**src/hdl/crl_pkg.sv**
```systemverilog
// shared types and constants for the chat text run limiter
package crl_pkg;

  // counter width default and configuration register widths
  localparam int COUNT_BITS_DEF = 8;
  localparam int LIMIT_W        = 8;
  localparam int CFG_IDX_W      = 2;
  localparam int CFG_DATA_W     = 8;

  // register indexes on the configuration port
  localparam logic [CFG_IDX_W-1:0] REG_SPACE_LIMIT      = 2'd0;
  localparam logic [CFG_IDX_W-1:0] REG_CODE_RUN_LIMIT   = 2'd1;
  localparam logic [CFG_IDX_W-1:0] REG_CODE_TOTAL_LIMIT = 2'd2;

  // register values after reset
  localparam logic [LIMIT_W-1:0] SPACE_LIMIT_RST      = 8'd10;
  localparam logic [LIMIT_W-1:0] CODE_RUN_LIMIT_RST   = 8'd4;
  localparam logic [LIMIT_W-1:0] CODE_TOTAL_LIMIT_RST = 8'd20;

  // character codes
  localparam logic [7:0] CTRL_MAX   = 8'h1F;
  localparam logic [7:0] CHAR_TILDE = 8'h7E;
  localparam logic [7:0] CHAR_TICK  = 8'h60;
  localparam logic [7:0] CHAR_BLANK = 8'h20;

  // input word
  typedef struct packed {
    logic [7:0] in_char;
    logic       in_last;
  } in_word_t;

  // result word
  typedef struct packed {
    logic [7:0] out_char;
    logic       out_keep;
    logic       out_last;
  } out_word_t;

  // current limit settings
  typedef struct packed {
    logic [LIMIT_W-1:0] space_limit;
    logic [LIMIT_W-1:0] code_run_limit;
    logic [LIMIT_W-1:0] code_total_limit;
  } cfg_t;

endpackage

```
**src/hdl/crl_cfg_regs.sv**
```systemverilog
// limit registers written through the configuration port
module crl_cfg_regs (
  input  logic                          clk,
  input  logic                          rst,
  input  logic                          cfg_we,
  input  logic [crl_pkg::CFG_IDX_W-1:0] cfg_index,
  input  logic [crl_pkg::CFG_DATA_W-1:0] cfg_data,
  output crl_pkg::cfg_t                 cfg
);
  import crl_pkg::*;

  cfg_t cfg_next;

  // decode the write, unknown indexes leave everything alone
  always_comb begin
    cfg_next = cfg;
    if (cfg_we) begin
      unique case (cfg_index)
        REG_SPACE_LIMIT:      cfg_next.space_limit      = cfg_data;
        REG_CODE_RUN_LIMIT:   cfg_next.code_run_limit   = cfg_data;
        REG_CODE_TOTAL_LIMIT: cfg_next.code_total_limit = cfg_data;
        default:              cfg_next = cfg;
      endcase
    end
  end

  always_ff @(posedge clk) begin
    if (rst) begin
      cfg.space_limit      <= SPACE_LIMIT_RST;
      cfg.code_run_limit   <= CODE_RUN_LIMIT_RST;
      cfg.code_total_limit <= CODE_TOTAL_LIMIT_RST;
    end else begin
      cfg <= cfg_next;
    end
  end

endmodule

```
**src/hdl/crl_filter.sv**
```systemverilog
// run counters, pair tracking and keep decision for one byte
module crl_filter #(
  parameter int COUNT_BITS = crl_pkg::COUNT_BITS_DEF
) (
  input  logic               clk,
  input  logic               rst,
  input  logic               step,
  input  crl_pkg::in_word_t  in_word,
  input  crl_pkg::cfg_t      cfg,
  output crl_pkg::out_word_t res
);
  import crl_pkg::*;

  localparam int CMP_W = (COUNT_BITS > LIMIT_W) ? COUNT_BITS : LIMIT_W;
  localparam logic [COUNT_BITS-1:0] CNT_MAX = {COUNT_BITS{1'b1}};

  logic [COUNT_BITS-1:0] blank_run, blank_run_next;
  logic [COUNT_BITS-1:0] marker_run, marker_run_next;
  logic [COUNT_BITS-1:0] marker_total, marker_total_next;
  logic                  pair_pending, pair_pending_next;
  logic                  pair_kept, pair_kept_next;

  logic                  is_ctrl, is_marker, is_blank;
  logic [COUNT_BITS-1:0] br_upd, mr_upd, mt_upd;
  logic                  keep_new, keep;

  // classify the byte
  assign is_ctrl   = (in_word.in_char <= CTRL_MAX);
  assign is_marker = (in_word.in_char == CHAR_TILDE) || (in_word.in_char == CHAR_TICK);
  assign is_blank  = (in_word.in_char == CHAR_BLANK);

  // saturating counter updates for a fresh byte
  always_comb begin
    br_upd = blank_run;
    mr_upd = marker_run;
    mt_upd = marker_total;
    if (is_marker || is_blank) begin
      br_upd = (blank_run == CNT_MAX) ? blank_run : blank_run + 1'b1;
      if (is_marker) begin
        mr_upd = (marker_run == CNT_MAX) ? marker_run : marker_run + 1'b1;
        mt_upd = (marker_total == CNT_MAX) ? marker_total : marker_total + 1'b1;
      end
    end else begin
      br_upd = '0;
      mr_upd = '0;
    end
  end

  // limit compares against the updated counts
  assign keep_new = (CMP_W'(br_upd) < CMP_W'(cfg.space_limit)) &&
                    (CMP_W'(mr_upd) < CMP_W'(cfg.code_run_limit)) &&
                    (!is_marker || (CMP_W'(mt_upd) < CMP_W'(cfg.code_total_limit)));

  // next state and keep bit
  always_comb begin
    blank_run_next    = blank_run;
    marker_run_next   = marker_run;
    marker_total_next = marker_total;
    pair_pending_next = pair_pending;
    pair_kept_next    = pair_kept;
    keep              = 1'b0;
    if (!is_ctrl) begin
      if (pair_pending) begin
        keep              = pair_kept;
        pair_pending_next = 1'b0;
        pair_kept_next    = 1'b0;
      end else begin
        blank_run_next    = br_upd;
        marker_run_next   = mr_upd;
        marker_total_next = mt_upd;
        keep              = keep_new;
        if (is_marker) begin
          pair_pending_next = 1'b1;
          pair_kept_next    = keep_new;
        end
      end
    end
    // end of message clears everything
    if (in_word.in_last) begin
      blank_run_next    = '0;
      marker_run_next   = '0;
      marker_total_next = '0;
      pair_pending_next = 1'b0;
      pair_kept_next    = 1'b0;
    end
  end

  assign res.out_char = in_word.in_char;
  assign res.out_keep = keep;
  assign res.out_last = in_word.in_last;

  // message state, advanced once per accepted word
  always_ff @(posedge clk) begin
    if (rst) begin
      blank_run    <= '0;
      marker_run   <= '0;
      marker_total <= '0;
      pair_pending <= 1'b0;
      pair_kept    <= 1'b0;
    end else if (step) begin
      blank_run    <= blank_run_next;
      marker_run   <= marker_run_next;
      marker_total <= marker_total_next;
      pair_pending <= pair_pending_next;
      pair_kept    <= pair_kept_next;
    end
  end

  // a last word leaves the message state cleared
  a_last_clears: assert property (@(posedge clk) disable iff (rst)
    step && in_word.in_last |=> blank_run == '0 && marker_run == '0 &&
                                marker_total == '0 && !pair_pending)
    else $error("message state not cleared after last word");

  // a pair decision only exists while a pair is open
  a_kept_needs_pending: assert property (@(posedge clk) disable iff (rst)
    !pair_pending |-> !pair_kept)
    else $error("pair_kept set with no open pair");

  // every marker also counts toward the blank run
  a_marker_in_blank: assert property (@(posedge clk) disable iff (rst)
    marker_run <= blank_run)
    else $error("marker run exceeds blank run");

  // a marker run never exceeds the message marker total
  a_run_in_total: assert property (@(posedge clk) disable iff (rst)
    marker_run <= marker_total)
    else $error("marker run exceeds marker total");

endmodule

```
**src/hdl/crl_out_stage.sv**
```systemverilog
// result register between the filter and the output channel
module crl_out_stage (
  input  logic               clk,
  input  logic               rst,
  input  logic               load,
  input  crl_pkg::out_word_t res,
  output logic               out_valid,
  input  logic               out_stall,
  output crl_pkg::out_word_t out_word,
  output logic               full_stalled
);
  import crl_pkg::*;

  logic out_valid_next;

  // hold while stalled, refill or drain otherwise
  assign full_stalled   = out_valid && out_stall;
  assign out_valid_next = load || full_stalled;

  always_ff @(posedge clk) begin
    if (rst) begin
      out_valid <= 1'b0;
    end else begin
      out_valid <= out_valid_next;
    end
  end

  // payload register
  always_ff @(posedge clk) begin
    if (load) begin
      out_word <= res;
    end
  end

endmodule

```
**src/hdl/chat_text_run_limiter_top.sv**
```systemverilog
// top level of the chat text run limiter
// Filters a chat message one byte per word and returns every byte with a keep
// flag: control bytes are dropped, runs of blanks and color markers are
// limited, and a marker with the byte after it is kept or dropped as a pair.
// Each input word gives exactly one result word, in the cycle after it is
// accepted; a new word can be taken every cycle unless stalled, since the run
// counters are updated and compared combinationally and one result register
// holds the word. Input stall follows output stall only while that result
// register is full. Limits must be set through cfg_we/cfg_index/cfg_data
// while no message word is in flight; the block itself does not enforce this.
module chat_text_run_limiter_top #(
  parameter int COUNT_BITS = crl_pkg::COUNT_BITS_DEF
) (
  input  logic                           clk,
  input  logic                           rst,
  input  logic                           in_valid,
  output logic                           in_stall,
  input  crl_pkg::in_word_t              in_word,
  output logic                           out_valid,
  input  logic                           out_stall,
  output crl_pkg::out_word_t             out_word,
  input  logic                           cfg_we,
  input  logic [crl_pkg::CFG_IDX_W-1:0]  cfg_index,
  input  logic [crl_pkg::CFG_DATA_W-1:0] cfg_data
);
  import crl_pkg::*;

  cfg_t      cfg;
  out_word_t res;
  logic      accept;
  logic      full_stalled;

  assign in_stall = full_stalled;
  assign accept   = in_valid && !in_stall;

  // limit registers
  crl_cfg_regs u_cfg (
    .clk       (clk),
    .rst       (rst),
    .cfg_we    (cfg_we),
    .cfg_index (cfg_index),
    .cfg_data  (cfg_data),
    .cfg       (cfg)
  );

  // counters and keep decision
  crl_filter #(
    .COUNT_BITS (COUNT_BITS)
  ) u_filter (
    .clk     (clk),
    .rst     (rst),
    .step    (accept),
    .in_word (in_word),
    .cfg     (cfg),
    .res     (res)
  );

  // result register
  crl_out_stage u_out (
    .clk          (clk),
    .rst          (rst),
    .load         (accept),
    .res          (res),
    .out_valid    (out_valid),
    .out_stall    (out_stall),
    .out_word     (out_word),
    .full_stalled (full_stalled)
  );

  // a control byte always comes out dropped
  a_ctrl_dropped: assert property (@(posedge clk) disable iff (rst)
    accept && (in_word.in_char <= CTRL_MAX) |=> out_valid && !out_word.out_keep)
    else $error("control byte kept");

  // an accepted word shows up as a result in the next cycle, unchanged
  a_word_through: assert property (@(posedge clk) disable iff (rst)
    accept |=> out_valid && out_word.out_char == $past(in_word.in_char) &&
               out_word.out_last == $past(in_word.in_last))
    else $error("accepted word not passed to result register");

  // input is never stalled while the result register can take a word
  a_no_idle_stall: assert property (@(posedge clk) disable iff (rst)
    !out_valid || !out_stall |-> !in_stall)
    else $error("input stalled with free result register");

endmodule
```
**config.mk**
```make
export PLATFORM = sky130hd
export DESIGN_NAME = chat_text_run_limiter_top
export DESIGN_NICKNAME = d
export VERILOG_FILES = /design/src/hdl/crl_pkg.sv /design/src/hdl/crl_cfg_regs.sv /design/src/hdl/crl_filter.sv /design/src/hdl/crl_out_stage.sv /design/src/hdl/chat_text_run_limiter_top.sv
export SDC_FILE = /design/constraint.sdc
export NUM_CORES = 1
export LEC_CHECK = 0
export BUFFER_PORTS_ARGS = -buffer_cell sky130_fd_sc_hd__buf_4
export CORE_MARGIN = 1.5
export CORE_UTILIZATION = 55
export DETAILED_ROUTE_END_ITERATION = 7
export PLACE_DENSITY = 0.79
export SYNTH_ARGS = -nofsm -noshare
export SYNTH_HDL_FRONTEND = slang
export SYNTH_HIERARCHICAL = 1
export SYNTH_SLANG_ARGS = --single-unit
```
**constraint.sdc**
```tcl
create_clock -name clk -period 5.59 [get_ports clk]
set_input_delay 1.118 -clock clk [delete_from_list [all_inputs] [get_ports clk]]
set_output_delay 1.118 -clock clk [all_outputs]
set_load 0.01 [all_outputs]
```
==> impl_metrics.csv <==
group,metric,value,unit
pwr,power.leakage,1.61,nW
clocking,cts_root_buf,"clkbuf_8",
min_path,worstHoldEndpoint,"u_cfg/cfg[18]$_SDFFE_PP0P_",
die,die_area,7210,µm²
place,gp_congestion,0.847,
sta,skew,0.0117,ns
die,initial_utilization,57.5,%
pwr,power.total,989,µW
pwr,comb_power_share,8.8,%
clocking,cts.sinks,61,
grt,antenna_found_initial,0,
min_path,holdCritStartpoint,"u_cfg/cfg[18]$_SDFFE_PP0P_",
sta,hold_viol,0,
grt,grt_pass1_wl,13900,µm
die,core_area,6420,µm²
place,io_buffer_count,35,
pwr,power_density,241,nW/µm²
setup_path,crit_path_end_kind,"flip-flop",
cells_and_area,layout_common_cells,"nor2_1, dfxtp_1, buf_4, nand2b_1, inv_1",
cells_and_area,final_common_cell,"nor2_1",
drt,vias_per_cell,5.99,
cells_and_area,fillers,568,
setup_path,required,5.78,ns
cells_and_area,drive_gt1_share,16.4,%
min_path,min_path_type,"reg2reg",
setup_path,path_max_fanout,11,
clocking,clkTransAtPathRegs,0.07,ns
setup_path,crit_type,"in2reg",
grt,grt_max_degree,65,
setup_path,reg2regPathDepth,11,
clocking,cts_resized,0,
place,dp_hpwl,5890,µm
cells_and_area,seqCellArea,1320,µm²
setup_path,reg2reg_from,"u_filter/marker_run[0]$_SDFFE_PP0P_",
pwr,sw_frac_of_total,23.6,%
status,violations,"DRC",
drt,via_count,3087,
sta,fin_setup_tns,0,ns
clocking,cts_buffer_depth,2,
logic_synthesis,seq_area_frac_synth,35.8,%
clocking,ctsHoldBuffers,0,
clocking,numCtsBuffers,9,
logic_synthesis,synth_edf_count,10,
sta,min_period_over_period,76.7,%
die,die_h,84.9,µm
sta,rsz0062_at_grt,"false",
clocking,clk_latency,0.35,ns
logic_synthesis,synth_seq_cells,61,
pwr,p_seq_share,46.8,%
drt,ant_nets,0,
cells_and_area,syn2layout_area_growth,11.0,%
logic_synthesis,avgSynthCellArea,8.87,µm²
job,max_cap_violations,0,
drt,wl,8270,µm
logic_synthesis,synth_ff_type,"dfxtp_1",
cells_and_area,multiInputGateArea,2070,µm²
setup_path,rr_endpoint,"u_out/out_word[1]$_DFFE_PP_",
clocking,post_cts_buffers,0,
drt,dr.pass1.iters,7,
grt,gr-total-overflow,0,
grt,track_usage,24.3,%
setup_path,startpoint_type,"input port",
sta,worst_slew_pin_slew,1.32,ns
die,num_rows,29,
pwr,p_sw,234,µW
cells_and_area,antennaDiodeCount,0,
cells_and_area,nets,481,
logic_synthesis,async_flop_share,0,%
sta,period_needed,4.29,ns
logic_synthesis,yosys-top-cells-area,"dfxtp_1, edfxtp_1, ha_1, mux2i_1, nor2_1",
logic_synthesis,syn-instance-count,416,
die,die-width,84.9,µm
logic_synthesis,ys_types,64,
setup_path,r2r_setup_slack,2.07,ns
logic_synthesis,synth_area,3690,µm²
clocking,cts-htree-levels,3,
sta,setup_viol,0,
logic_synthesis,yosysWarningCount,6,
drt,route.detailed.wl_per_inst,16.1,µm
drt,drtIter0Drc,227,
sta,maxSlewViolCount,0,
drt,drc,6,
sta,fmax,233,MHz
pwr,p_int,755,µW
sta,slew_headroom,10.6,%
logic_synthesis,synth_nets,464,
pwr,vdd.ir_drop.worst,0.173,mV
clocking,cts_tree,"built",
pwr,clkPwrFrac,44.5,%
die,ioPinCount,36,
setup_path,worstPathArrival,4.48,ns
logic_synthesis,synth_top_area_share,27.7,%
status,status,"complete, but fails checks",
min_path,whs_path_depth,2,
grt,grt_pass1_vias,2940,
logic_synthesis,yosysTopAreaCell,"dfxtp_1",
==> synthesized netlist by cell type (all sizes together), types with 2 or more instances <==
library cell,n
buf,21
o21ai,9
dfxtp,51
nor3,11
and3,6
nor4,3
mux2i,27
nand3,12
inv,29
nand3b,2
mux2,4
o31ai,2
nand2b,30
nand2,18
and4,2
edfxtp,10
a22oi,20
clkbuf,9
o22ai,2
a2111oi,2
xnor2,2
nor2b,3
a221o,2
ha,24
nor2,54
a311oi,3
a21oi,19
nand4,5
a31oi,3
a21o,3
or3,5
or4,2
nor3b,2
xor2,2
==> cell families after synthesis <==
family / Yosys count / share of synthesized area [%]
AO/OA/AOI/OAI: 76 / 15.2
XOR/XNOR: 4 / 0.950
adder cells (fa/ha/maj): 24 / 8.14
buffers and inverters: 59 / 8.21
flip-flops: 61 / 35.8
multiplexers: 31 / 8.55
AND/OR/NAND/NOR: 161 / 23.1
==> metrics by stage <==
step / area, µm² / utilization (%) / hold WS (ns) / instances / setup WS (ns)
after global routing: 4100 / 63.8 / 0.487 / 515 / 1.07
after detailed placement: 3870 / 60.2 / 0.471 / 499 / 1.03
after CTS: 4100 / 63.8 / 0.482 / 515 / 1.37
after global placement: 3870 / 60.2 / 0.462 / 499 / 1.07
after floorplan: 3690 / - / 0.448 / 416 / 1.34
final: 4100 / 63.8 / 0.481 / 515 / 1.30
==> critical path: stages <==
cell and delay, ns:
buf_4 0.11, or4bb_1 0.59, a21o_2 0.31, or4_1 0.51, a21oi_1 0.18, ha_1 0.28, and3_1 0.20, a221o_1 0.34
a2111oi_0 0.39, o311ai_1 0.22, a21oi_1 0.20
==> metal layers <==
| metal | part of all wire [%] | track usage [%] | wire [µm] | vias to the layer above |
|---|---|---|---|---|
| met5 | 0 | 0 | 0 | - |
| met4 | 1.6 | 9.24 | 133 | 0 |
| met3 | 6.0 | 5.06 | 495 | 12 |
| met2 | 46 | 39.4 | 3780 | 118 |
| met1 | 47 | 31.9 | 3860 | 1442 |
| li1 | - | - | - | 1515 |
==> state kept, by name, summed over array words and instances (netlist names) <==
name	cells
u_cfg/cfg	24
u_out/out_word	10
u_filter/blank_run	8
u_filter/marker_run	8
u_filter/marker_total	8
u_filter/pair_kept	1
u_filter/pair_pending	1
u_out/out_valid	1
==> power by group through the flow <==
stage,sequential [mW],clock [mW],combinational [mW]
finish,0.463,0.440,0.0868
global route,0.463,0.463,0.0947
CTS,0.463,0.447,0.0860
detailed placement,0.472,0,0.0855
global placement,0.472,0,0.0837
floorplan,0.474,0,0.0539
==> final cells by class <==
cell class                      instances  share of cell area [%]
Inverter                               29                    2.66
Multi-Input combinational cell        296                    50.5
Tap cell                               77                    2.35
Clock buffer                           12                    4.34
Sequential cell                        61                    32.3
Clock inverter                          4                    1.25
Timing Repair Buffer                   36                    6.60
==> worst max path at each step <==
stage	depth (start not counted)	from	to	slack (ns)
3_5_place_dp	11	in_word[2]	u_filter/pair_kept$_SDFFE_PP0P_	1.03
5_1_grt	12	in_word[1]	u_out/out_word[1]$_DFFE_PP_	1.07
3_3_place_gp	11	in_word[2]	u_filter/pair_kept$_SDFFE_PP0P_	1.07
4_1_cts	11	in_word[1]	u_out/out_word[1]$_DFFE_PP_	1.37
2_1_floorplan	11	in_word[1]	u_out/out_word[1]$_DFFE_PP_	1.34
6_report	11	in_word[1]	u_out/out_word[1]$_DFFE_PP_	1.30
No activity file was read; power rests on OpenSTA's default activity.
